`src/hw/rtl/mpsa_pkg.sv`:
```
// Package for the multi-pool slot allocator: sizes, command and status
// codes, register indexes and the sequencer state type.
// Depends on nothing; imported by multi_pool_slot_allocator.
package mpsa_pkg;

   localparam int NUM_POOLS      = 11;
   localparam int SLOTS_PER_POOL = 64;

   // Pool memory index width and the widths fixed by the request format.
   localparam int POOL_IDX_W = (NUM_POOLS > 1) ? $clog2(NUM_POOLS) : 1;
   localparam int POOL_ID_W  = 4;
   localparam int SLOT_W     = 6;
   localparam int LIMIT_W    = 7;
   localparam int SEARCH_W   = 64;
   localparam int GROUP_W    = 8;
   localparam int GROUPS     = SEARCH_W / GROUP_W;

   localparam int       REG_COUNT   = 3;
   localparam int       CSR_ADDR_W  = 4;
   localparam int       CSR_DATA_W  = 32;
   localparam logic [31:0] LIMIT_RESET = 32'h4040_4040;

   localparam logic [1:0] REG_LIMITS_0_3  = 2'd0;
   localparam logic [1:0] REG_LIMITS_4_7  = 2'd1;
   localparam logic [1:0] REG_LIMITS_8_11 = 2'd2;

   localparam logic CMD_ALLOC = 1'b0;
   localparam logic CMD_FREE  = 1'b1;

   localparam logic STATUS_DONE = 1'b0;
   localparam logic STATUS_FULL = 1'b1;

   typedef enum logic {
      ST_IDLE,
      ST_EXEC
   } state_type;

endpackage

```
`src/hw/rtl/multi_pool_slot_allocator.sv`:
```
// Multi-pool slot allocator: occupancy bitmaps in one synchronous memory,
// limit registers on an APB-style port, at most one read-modify-write per request.
// Depends on mpsa_pkg.

// Each request is handled in steps: the cycle in which it is accepted
// issues the read of its pool's bitmap word from the occupancy memory, and
// the next cycle searches that word for the lowest free slot below the
// pool's limit (or clears the named slot), writes the word back and loads
// the result register. A new request is taken in the cycle after that, while
// the previous result may still wait in the result register; if that result
// has not been taken, the block holds the search-and-write-back step until it has. After
// reset the block is ready at once: a per-pool valid bit makes an unwritten
// bitmap read as all slots free, so no clearing pass is needed.
module multi_pool_slot_allocator
   import mpsa_pkg::*;
(
   input  logic                  clock,
   input  logic                  reset,

   input  logic                  req_valid,
   output logic                  req_stall,
   input  logic                  req_command,
   input  logic [POOL_ID_W-1:0]  req_pool_id,
   input  logic [SLOT_W-1:0]     req_slot_to_free,

   output logic                  rsp_valid,
   input  logic                  rsp_stall,
   output logic [SLOT_W-1:0]     rsp_slot_index,
   output logic                  rsp_status,

   input  logic                  csr_psel,
   input  logic                  csr_penable,
   input  logic                  csr_pwrite,
   input  logic [CSR_ADDR_W-1:0] csr_paddr,
   input  logic [CSR_DATA_W-1:0] csr_pwdata,
   output logic [CSR_DATA_W-1:0] csr_prdata,
   output logic                  csr_pready
);

   state_type state_ff, state_in;

   logic [CSR_DATA_W-1:0] limits_ff [REG_COUNT];

   logic [SLOTS_PER_POOL-1:0] occ_mem [NUM_POOLS];
   logic [NUM_POOLS-1:0]      word_valid_ff;
   logic [SLOTS_PER_POOL-1:0] rd_word_ff;
   logic                      rd_valid_ff;

   logic                 cmd_ff;
   logic [POOL_ID_W-1:0] pool_ff;
   logic [SLOT_W-1:0]    slot_ff;

   logic              rsp_valid_ff, rsp_valid_in;
   logic [SLOT_W-1:0] rsp_slot_ff;
   logic              rsp_status_ff;

   logic req_accept;
   logic finish;
   logic csr_write;
   logic req_pool_ok;
   logic pool_ok;

   logic [SLOTS_PER_POOL-1:0] cur_word;
   logic [CSR_DATA_W-1:0]     lim_word;
   logic [7:0]                lim_byte;
   logic [LIMIT_W-1:0]        lim_sat;
   logic [SEARCH_W-1:0]       avail;
   logic [GROUPS-1:0]         grp_any;
   logic [$clog2(GROUPS)-1:0] grp_sel;
   logic [GROUP_W-1:0]        grp_bits;
   logic [$clog2(GROUP_W)-1:0] bit_sel;
   logic                      found;
   logic [SLOT_W-1:0]         found_idx;
   logic                      slot_ok;
   logic                      mem_we;
   logic [SLOTS_PER_POOL-1:0] wr_word;
   logic [SLOT_W-1:0]         res_slot;
   logic                      res_status;

   // ---------------------------------------------------------------------
   // Configuration port
   // ---------------------------------------------------------------------
   assign csr_pready = 1'b1;
   assign csr_write  = csr_psel && csr_penable && csr_pwrite && csr_pready;

   always_ff @(posedge clock) begin
      if (reset) begin
         for (int i = 0; i < REG_COUNT; i++) begin
            limits_ff[i] <= LIMIT_RESET;
         end
      end else if (csr_write) begin
         unique case (csr_paddr[3:2])
            REG_LIMITS_0_3:  limits_ff[0] <= csr_pwdata;
            REG_LIMITS_4_7:  limits_ff[1] <= csr_pwdata;
            REG_LIMITS_8_11: limits_ff[2] <= csr_pwdata;
            default: ;
         endcase
      end
   end

   always_comb begin
      unique case (csr_paddr[3:2])
         REG_LIMITS_0_3:  csr_prdata = limits_ff[0];
         REG_LIMITS_4_7:  csr_prdata = limits_ff[1];
         REG_LIMITS_8_11: csr_prdata = limits_ff[2];
         default:         csr_prdata = '0;
      endcase
   end

   // ---------------------------------------------------------------------
   // Sequencer
   // ---------------------------------------------------------------------
   always_ff @(posedge clock) begin
      if (reset) begin
         state_ff     <= ST_IDLE;
         rsp_valid_ff <= 1'b0;
      end else begin
         state_ff     <= state_in;
         rsp_valid_ff <= rsp_valid_in;
      end
   end

   always_comb begin
      state_in     = state_ff;
      req_stall    = 1'b1;
      req_accept   = 1'b0;
      finish       = 1'b0;
      rsp_valid_in = rsp_valid_ff && rsp_stall;
      unique case (state_ff)
         ST_IDLE: begin
            req_stall  = 1'b0;
            req_accept = req_valid;
            if (req_valid) begin
               state_in = ST_EXEC;
            end
         end
         ST_EXEC: begin
            // The result register must be free before the request retires.
            if (!rsp_valid_ff || !rsp_stall) begin
               finish       = 1'b1;
               rsp_valid_in = 1'b1;
               state_in     = ST_IDLE;
            end
         end
         default: state_in = ST_IDLE;
      endcase
   end

   always_ff @(posedge clock) begin
      if (req_accept) begin
         cmd_ff  <= req_command;
         pool_ff <= req_pool_id;
         slot_ff <= req_slot_to_free;
      end
   end

   // ---------------------------------------------------------------------
   // Occupancy memory with per-pool valid bits
   // ---------------------------------------------------------------------
   assign req_pool_ok = (req_pool_id < POOL_ID_W'(NUM_POOLS));
   assign pool_ok     = (pool_ff < POOL_ID_W'(NUM_POOLS));

   always_ff @(posedge clock) begin
      if (mem_we) begin
         occ_mem[pool_ff[POOL_IDX_W-1:0]] <= wr_word;
      end
      if (req_accept && req_pool_ok) begin
         rd_word_ff <= occ_mem[req_pool_id[POOL_IDX_W-1:0]];
      end
   end

   always_ff @(posedge clock) begin
      if (reset) begin
         word_valid_ff <= '0;
         rd_valid_ff   <= 1'b0;
      end else begin
         if (mem_we) begin
            word_valid_ff[pool_ff[POOL_IDX_W-1:0]] <= 1'b1;
         end
         if (req_accept) begin
            rd_valid_ff <= req_pool_ok && word_valid_ff[req_pool_id[POOL_IDX_W-1:0]];
         end
      end
   end

   // ---------------------------------------------------------------------
   // Search and update
   // ---------------------------------------------------------------------
   assign cur_word = rd_valid_ff ? rd_word_ff : '0;

   always_comb begin
      unique case (pool_ff[3:2])
         REG_LIMITS_0_3:  lim_word = limits_ff[0];
         REG_LIMITS_4_7:  lim_word = limits_ff[1];
         REG_LIMITS_8_11: lim_word = limits_ff[2];
         default:         lim_word = limits_ff[0];
      endcase
      lim_byte = lim_word[8*pool_ff[1:0] +: 8];
      if (lim_byte > 8'(SLOTS_PER_POOL)) begin
         lim_sat = LIMIT_W'(SLOTS_PER_POOL);
      end else begin
         lim_sat = lim_byte[LIMIT_W-1:0];
      end
   end

   always_comb begin
      avail = '0;
      for (int k = 0; k < SLOTS_PER_POOL; k++) begin
         avail[k] = !cur_word[k] && (LIMIT_W'(k) < lim_sat);
      end
   end

   // Lowest free slot: pick the lowest non-empty byte group, then the lowest
   // bit inside it.
   always_comb begin
      for (int g = 0; g < GROUPS; g++) begin
         grp_any[g] = |avail[g*GROUP_W +: GROUP_W];
      end
      grp_sel = '0;
      for (int g = GROUPS - 1; g >= 0; g--) begin
         if (grp_any[g]) begin
            grp_sel = ($clog2(GROUPS))'(g);
         end
      end
      grp_bits = avail[grp_sel*GROUP_W +: GROUP_W];
      bit_sel  = '0;
      for (int b = GROUP_W - 1; b >= 0; b--) begin
         if (grp_bits[b]) begin
            bit_sel = ($clog2(GROUP_W))'(b);
         end
      end
      found     = |grp_any;
      found_idx = {grp_sel, bit_sel};
   end

   assign slot_ok = ({1'b0, slot_ff} < LIMIT_W'(SLOTS_PER_POOL));

   always_comb begin
      wr_word    = cur_word;
      res_slot   = '0;
      res_status = STATUS_FULL;
      mem_we     = 1'b0;
      unique case (cmd_ff)
         CMD_ALLOC: begin
            if (pool_ok && found) begin
               wr_word[found_idx[$clog2(SLOTS_PER_POOL > 1 ? SLOTS_PER_POOL : 2)-1:0]] = 1'b1;
               res_slot   = found_idx;
               res_status = STATUS_DONE;
               mem_we     = finish;
            end
         end
         CMD_FREE: begin
            res_slot   = slot_ff;
            res_status = STATUS_DONE;
            if (pool_ok && slot_ok) begin
               wr_word[slot_ff[$clog2(SLOTS_PER_POOL > 1 ? SLOTS_PER_POOL : 2)-1:0]] = 1'b0;
               mem_we = finish;
            end
         end
         default: ;
      endcase
   end

   // ---------------------------------------------------------------------
   // Result register
   // ---------------------------------------------------------------------
   always_ff @(posedge clock) begin
      if (finish) begin
         rsp_slot_ff   <= res_slot;
         rsp_status_ff <= res_status;
      end
   end

   assign rsp_valid      = rsp_valid_ff;
   assign rsp_slot_index = rsp_slot_ff;
   assign rsp_status     = rsp_status_ff;

   // ---------------------------------------------------------------------
   // Assertions
   // ---------------------------------------------------------------------
   a_accept_starts_exec: assert property (@(posedge clock) disable iff (reset)
      req_accept |=> (state_ff == ST_EXEC))
      else $error("accepted request did not enter the update cycle");

   a_result_from_exec: assert property (@(posedge clock) disable iff (reset)
      $rose(rsp_valid_ff) |-> $past(state_ff == ST_EXEC))
      else $error("result appeared without an update cycle");

   a_grant_below_limit: assert property (@(posedge clock) disable iff (reset)
      (finish && cmd_ff == CMD_ALLOC && res_status == STATUS_DONE)
         |-> ({1'b0, found_idx} < lim_sat) && !cur_word[found_idx])
      else $error("granted slot is occupied or not below the pool limit");

   a_write_marks_valid: assert property (@(posedge clock) disable iff (reset)
      mem_we |=> word_valid_ff[$past(pool_ff[POOL_IDX_W-1:0])])
      else $error("written pool word not marked valid");

   a_no_write_when_idle: assert property (@(posedge clock) disable iff (reset)
      mem_we |-> (state_ff == ST_EXEC) && pool_ok)
      else $error("bitmap write outside an update cycle or to a missing pool");

endmodule
```
`config.mk`:
```
export PLATFORM = sky130hd
export DESIGN_NAME = multi_pool_slot_allocator
export DESIGN_NICKNAME = d
export VERILOG_FILES = /design/src/hw/rtl/mpsa_pkg.sv /design/src/hw/rtl/multi_pool_slot_allocator.sv
export SDC_FILE = /design/constraint.sdc
export NUM_CORES = 1
export LEC_CHECK = 0
export ABC_AREA = 0
export BUFFER_PORTS_ARGS = -buffer_cell sky130_fd_sc_hd__buf_2
export CAP_MARGIN = 20
export CORE_MARGIN = 10
export CORE_UTILIZATION = 46
export DETAILED_ROUTE_END_ITERATION = 16
export PLACE_DENSITY = 0.58
export RECOVER_POWER = 50
export REMOVE_ABC_BUFFERS = 1
export SYNTH_ARGS = -nofsm -noshare
export SYNTH_HDL_FRONTEND = slang
export SYNTH_SLANG_ARGS = --single-unit
```
`constraint.sdc`:
```
create_clock -name clock -period 18.4 [get_ports clock]
set_clock_uncertainty 0.1 [all_clocks]
set_input_delay 0.92 -clock clock [delete_from_list [all_inputs] [get_ports clock]]
set_output_delay 0.92 -clock clock [all_outputs]
set_load 0.01 [all_outputs]
```
* Yosys cells after proc, flatten, opt, wreduce, memory -nomap -nowiden
Memories as Yosys holds them, arrays and structs flattened. A register that Yosys moved wholly into a read port is not among the register bits. Index checks and enable logic that the tools add are counted.
Storage, ports and cells: RAM bits 800, output and inout port bits 42, memories 2, input port bits 54, logic and storage cells 316, register bits after elaboration 32
Memory list:
- occ_mem | depth 11, width 64, rd ports 1, clocked after memory_dff 1, wr ports 1, line multi_pool_slot_allocator.sv:44 | logic [SLOTS_PER_POOL-1:0] occ_mem [NUM_POOLS];
- limits_ff | depth 3, width 32, rd ports 3, clocked after memory_dff 0, wr ports 3, line multi_pool_slot_allocator.sv:42 | logic [CSR_DATA_W-1:0] limits_ff [REG_COUNT];
Cells by class: shifts and indexed selects 2, order comparisons 74, bitwise operators 9, reduce and logical (&&, ||, !) cells 150, multiplexer cells 66, equality and inequality tests 4
Operator list (number):
- $lt A6 B7 Y1 const A | 32
- $mux W64 | 3
- $pmux W64 S2 | 1
- $lt A5 B7 Y1 const A | 16
- $mux W32 | 3
- $pmux W32 S3 | 1
- $logic_and A1 B1 Y1 | 73
- $logic_not A1 Y1 | 66
- $and A64 B64 Y64 | 1
- $not A64 Y64 | 1
- $or A64 B64 Y64 | 1
- $pmux W32 S2 | 1
- $reduce_or A64 Y1 | 1
- $reduce_or A8 Y1 | 8
- $shiftx A64 B7 Y8 | 1
- $lt A4 B7 Y1 const A | 8
- $mux W3 | 16
- $shiftx A32 B6 Y8 | 1
- $mux W1 | 31
- $lt A3 B7 Y1 const A | 4
- $lt A1 B7 Y1 const A | 2
- $lt A2 B7 Y1 const A | 2
- $lt A6 B7 Y1 const B | 2
- $demux W1 S6 | 2
- other kinds (18) | 28

* Depth between registers and ports, before layout
depth after elaboration 32, mapped depth 22, depth with buffers taken out 17

* Least setup slack after synthesis
OpenSTA, ideal clock, no wires.
kind register -> register, start register pool_ff[2], end memory occ_mem[4][0], enable pin, clock period less this slack 6.982 ns, data arrival time 6.394 ns, path slack 11.418 ns, stages on the path, launching flop included 21, setup time 0.488 ns, path through edfxtp_1 inv_1 ha_1 buf_2 inv_1 clkbuf_1 o221ai_1 o31a_1 nor2_1 buf_2 nand3_1 a2111oi_0 a211o_1 nor4_2 and2_1 buf_2 buf_4 nand2_1 o211a_1 nand2_1 nor2_1
Between the ends: longest elaborated chain between the ends 13, elaborated cells on any way between the ends 142
RTL lines:
- start: declaration | line multi_pool_slot_allocator.sv:50 | logic [POOL_ID_W-1:0] pool_ff;
- start signal: assignment | line multi_pool_slot_allocator.sv:152 | pool_ff <= req_pool_id;
- $eq A2 B2 Y1 or $eq A2 B1 Y1 (tied branches) | line multi_pool_slot_allocator.sv:192 | unique case (pool_ff[3:2])
- $pmux W32 S2 | line multi_pool_slot_allocator.sv:192
- $shiftx A32 B6 Y8 | line multi_pool_slot_allocator.sv:198 | lim_byte = lim_word[8*pool_ff[1:0] +: 8];
- $gt A8 B7 Y1 | line multi_pool_slot_allocator.sv:199 | if (lim_byte > 8'(SLOTS_PER_POOL)) begin
- $mux W7 | line multi_pool_slot_allocator.sv:199
- $lt A1 B7 Y1 (tied with other cells) | line multi_pool_slot_allocator.sv:209 | avail[k] = !cur_word[k] && (LIMIT_W'(k) < lim_sat);
- $logic_and A1 B1 Y1 | line multi_pool_slot_allocator.sv:209
- $reduce_or A64 Y1 | line multi_pool_slot_allocator.sv:232 | found = |grp_any;
- $logic_and A1 B1 Y1 | line multi_pool_slot_allocator.sv:245 | if (pool_ok && found) begin
- $mux W1 | line multi_pool_slot_allocator.sv:245
- $pmux W1 S2 | line multi_pool_slot_allocator.sv:243 | unique case (cmd_ff)
- $mux W1 | line multi_pool_slot_allocator.sv:164 | if (mem_we) begin
- $mux W1 (implied by the code) | line multi_pool_slot_allocator.sv:165 | occ_mem[pool_ff[POOL_IDX_W-1:0]] <= wr_word;
- end: declaration | line multi_pool_slot_allocator.sv:44
Parallel ways exist; a longest one is shown, timed or not.

* Worst setup path in the final report
start input req_pool_id[0], end register rd_word_ff[4], read port of occ_mem, data pin
Between the ends: longest elaborated chain between the ends 2
RTL lines:
- start: declaration | line multi_pool_slot_allocator.sv:23 | input logic [POOL_ID_W-1:0] req_pool_id,
- $lt A4 B4 Y1 | line multi_pool_slot_allocator.sv:160 | assign req_pool_ok = (req_pool_id < POOL_ID_W'(NUM_POOLS));
- $logic_and A1 B1 Y1 | line multi_pool_slot_allocator.sv:167 | if (req_accept && req_pool_ok) begin
- end: declaration | line multi_pool_slot_allocator.sv:46 | logic [SLOTS_PER_POOL-1:0] rd_word_ff;
Parallel ways exist; a longest one is shown, timed or not. A chain may end at the register's enable or synchronous reset.

==> qor.txt <==
Critical-path cell list -> clkbuf_1 > clkbuf_1 > mux4_2 > mux2i_1 > o21ai_0
Count of distinct cell types in the synthesized netlist -> 91
Core footprint -> 81850 um^2
Internal -> 3.445 mW
Max-cap violations -> 27
Die Y -> 307.1 um
Largest net degree at the start of global routing -> 156
Hold-fix buffers at CTS -> 0
Top post-synthesis cells by area -> sky130_fd_sc_hd__edfxtp_1, sky130_fd_sc_hd__mux4_2, sky130_fd_sc_hd__mux2i_1, sky130_fd_sc_hd__o21ai_0, sky130_fd_sc_hd__nand2_1
Setup_tns -> 0 ps
Vias in the first global route -> 22660
CTS resizes -> 0
Clock Pin Slew Worst Setup and Hold Paths -> 60 ps
Sinks on Clock Net -> 896
Post-CTS Setup Bufs -> 0
Layout area overhead -> 12.13%
Clock latency on the worst-skew pair -> 660 ps
Share of power burned in the clock network -> 40.7%
Fraction of power consumed by combinational cells -> 7.9%
Net switching component of the power -> 1.014 mW
Synth Flop Type -> sky130_fd_sc_hd__edfxtp_1
Worst path most repeated cell -> sky130_fd_sc_hd__clkbuf_1
Number of detailed-route iterations in the first pass -> 6
Violated checks -> capacitance limit, slew limit
I/O pin count -> 96
DRC viols -> 0
Share of the yosys chip area belonging to registers -> 70.58%
Unrepaired setup endpoints after global routing -> no
Synthesized area per cell -> 15.86 um^2
Cell taking the most area after synthesis -> sky130_fd_sc_hd__edfxtp_1
Kind of launch point of the worst setup path -> input pin
Cell count after placement -> 3470
Global-route wire length before repair -> 157900 um
Share of the synthesized area in the top cell type -> 69.84%
Period Utilization, post-route -> 61.06%
Routed wire length on met3 -> 8054 um
TritonCTS clock tree -> yes
Maximum achievable frequency -> 89.01 MHz
Critical path start-end classification -> input pin to flop
Post-synthesis cell area -> 37920 um^2
Final count of negative-setup-slack endpoints -> 0
Worst slew margin relative to its limit -> -416.9%
Global placer's final weighted congestion -> 0.9777
Drt total wl -> 108500 um
Type of destination of the critical path -> flop
Met1 wire length -> 46890 um
H-tree depth -> 3
Fraction of power consumed by sequential logic -> 51.4%
Total of fill cells in the finished design -> 6728
Post-synth EDFFs -> 882
Worst endpoint data arrival time -> 11550 ps
Initial Utilization -> 46.33%
Count of port buffers added during placement -> 92
Standby leakage power -> 14.19 nW
Synthesized netlist cell count -> 2391
Antenna violations before repair -> 5
Amount of wire on met2 after detailed routing -> 50420 um
Worst IR drop on VDD -> 0.09205 mV
Fraction of layout instances using a drive strength above 1 -> 14.71%
Total gr overflow -> 0
Hold Violations, Final -> 0
Overall die width -> 307.1 um
Via Count -> 22500
Largest fanout of any net on the critical path -> 94
Library cell used as clock root buffer -> sky130_fd_sc_hd__clkbuf_16
Synth async-reset ratio -> 0%
Number of pins exceeding their max-slew limit in the final report -> 1048
PD cells -> 104.9 nW/um^2
Min Clock Period, post-route -> 11230 ps
Die area -> 94330 um^2
Count of nets left with antenna violations after detail routing -> 0
Largest buffer count on any clock path -> 3
Highest metal layer with signal wires -> met5
Cell row count -> 105
Total routing resource utilization after global routing -> 22.77%
Worst-margin pin slew -> 7754 ps
Required time at the endpoint of the critical path -> 18720 ps
Final layout net count -> 2562
Run status -> finished with violations
HPWL reported at the end of detailed placement -> 65840 um
Warnings, synthesis -> 0
Wirelength per Cell -> 29.78 um
Worst-path cell with the longest stage delay -> sky130_fd_sc_hd__clkbuf_1
Final Instance Count excl. Fillers -> 3642
FF+latch count, synth -> 896
Fraction of power spent switching nets -> 22.74%
Min-Delay Path Class -> input pin to flop
Number of buffers inserted during clock tree synthesis -> 93
Slowest Stage Delay on Critical Path -> 5650 ps
Ratio of routed vias to standard cells -> 6.177
Initial detailed-routing violation count -> 2268
## sequential cells by signal, indices dropped and copies added (netlist names)
| name | cells |
|---|---|
| pool_ff | 4 |
| rsp_status | 1 |
| word_valid_ff | 11 |
| limits_ff | 96 |
| occ_mem | 704 |
| rsp_slot_index | 6 |
| state_ff | 1 |
| rsp_valid | 1 |
| rd_word_ff | 64 |
| slot_ff | 6 |
| cmd_ff | 1 |
| rd_valid_ff | 1 |
## final timing paths
check,startpoint,cells after the start,slack (ps),end
hold reg to reg,word_valid_ff[2]$_SDFFE_PP0P_,1,370,word_valid_ff[2]$_SDFFE_PP0P_
setup / recovery,req_pool_id[0],5,7170,rd_word_ff[4]$_DFFE_PP_
setup reg to reg,pool_ff[2]$_DFFE_PP_,19,8450,occ_mem[4][52]$_DFFE_PP_
hold / removal,req_slot_to_free[0],1,360,slot_ff[0]$_DFFE_PP_
## cell families (layout without fill, tap and decap cells)
| group | Yosys count | in the layout | share of synthesized area, % |
|---|---|---|---|
| AOI/OAI and AO/OA | 518 | 518 | 9.106 |
| buffers and inverters | 163 | 342 | 1.739 |
| muxes | 301 | 301 | 12.37 |
| other | 1 | 3 | 0.009888 |
| and+or+nand+nor | 507 | 507 | 6.038 |
| DFF | 896 | 896 | 70.58 |
| adders and majority gates | 5 | 5 | 0.1584 |
## cell usage in the layout, fill, tap and decap left out, types with 20 or more instances in the layout
master                      netlist  routed
sky130_fd_sc_hd__mux4_2         134     134
sky130_fd_sc_hd__o211ai_1        24      24
sky130_fd_sc_hd__clkbuf_1       100     101
sky130_fd_sc_hd__clkbuf_16        0      96
sky130_fd_sc_hd__a21oi_1         37      37
sky130_fd_sc_hd__o22ai_1         35      35
sky130_fd_sc_hd__nand2_1        266     266
sky130_fd_sc_hd__edfxtp_1       882     882
sky130_fd_sc_hd__clkinv_1         0      22
sky130_fd_sc_hd__buf_2           20      43
sky130_fd_sc_hd__mux2i_1        165     165
sky130_fd_sc_hd__buf_4            4      31
sky130_fd_sc_hd__o21ai_0        220     216
sky130_fd_sc_hd__nor2_1          87      76
sky130_fd_sc_hd__and2_0           1      31
sky130_fd_sc_hd__inv_1           20      20
sky130_fd_sc_hd__nand3_1         30      30
## metrics by stage
| stage | utilization (%) | total power [mW] | setup WS, ps | hold slack [ps] | instance area, um^2 |
|---|---|---|---|---|---|
| 2_1_floorplan | - | 2.504 | 11020 | 335.4 | 37340 |
| 3_5_place_dp | 48.61 | 2.675 | 9709 | 352.4 | 39790 |
| 3_3_place_gp | 48.58 | 2.675 | 9805 | 341.3 | 39760 |
| 5_1_grt | 51.95 | 4.602 | 5594 | 343.5 | 42520 |
| 6_report | 51.96 | 4.459 | 7165 | 360.7 | 42530 |
| 4_1_cts | 52.17 | 4.485 | 9711 | 331.4 | 42700 |
## synth_stat cells, drive strengths merged, types with 5 or more instances
cell	count
nand3	30
o31a	7
o31ai	11
and3	5
o21a	15
a41oi	5
a21boi	7
nand2	266
o21ai	231
o221ai	5
a22o	9
nor2b	6
o22ai	36
o2111ai	5
a21oi	38
a211o	5
a32o	10
a31oi	8
edfxtp	882
o211ai	24
dfxtp	14
clkbuf	100
nand4	11
inv	20
nor2	88
buf	43
nand2b	12
a21o	5
nor3	8
and2	45
mux4	134
nor4	12
a22oi	19
a211oi	14
a221oi	18
or2	9
mux2i	165
## per-layer routing
layer,up-vias,track usage (%)
met3,170,4.322
met5,-,0
met1,11670,32.03
li1,9759,-
met4,2,7.466
met2,893,35.48
## power by group through the flow
stage,Combinational (mW),Sequential [mW],Clock [mW]
after floorplan,0.181,2.32,0
after global routing,0.377,2.29,1.93
after CTS,0.344,2.29,1.85
after global placement,0.343,2.33,0
final,0.353,2.29,1.81
after detailed placement,0.343,2.33,0
## worst max-delay path: cells and delay by family
family,cells,cell delay [ps]
buffers and inverters,2,8900
muxes,2,1060
AOI/OAI and AO/OA,1,450
## cell type report
| type | count | area, um^2 | area share (%) |
|---|---|---|---|
| Clock inverter | 43 | 431.7 | 1.015 |
| Inverter | 20 | 75.07 | 0.1765 |
| Tap cell | 1070 | 1339 | 3.148 |
| Sequential cell | 896 | 26770 | 62.95 |
| Multi-Input combinational cell | 1332 | 10600 | 24.92 |
| Antenna cell | 2 | 5.005 | 0.01177 |
| Clock buffer | 118 | 2485 | 5.843 |
| Timing Repair Buffer | 161 | 824.5 | 1.939 |
Power figures use the tool's default switching activity.
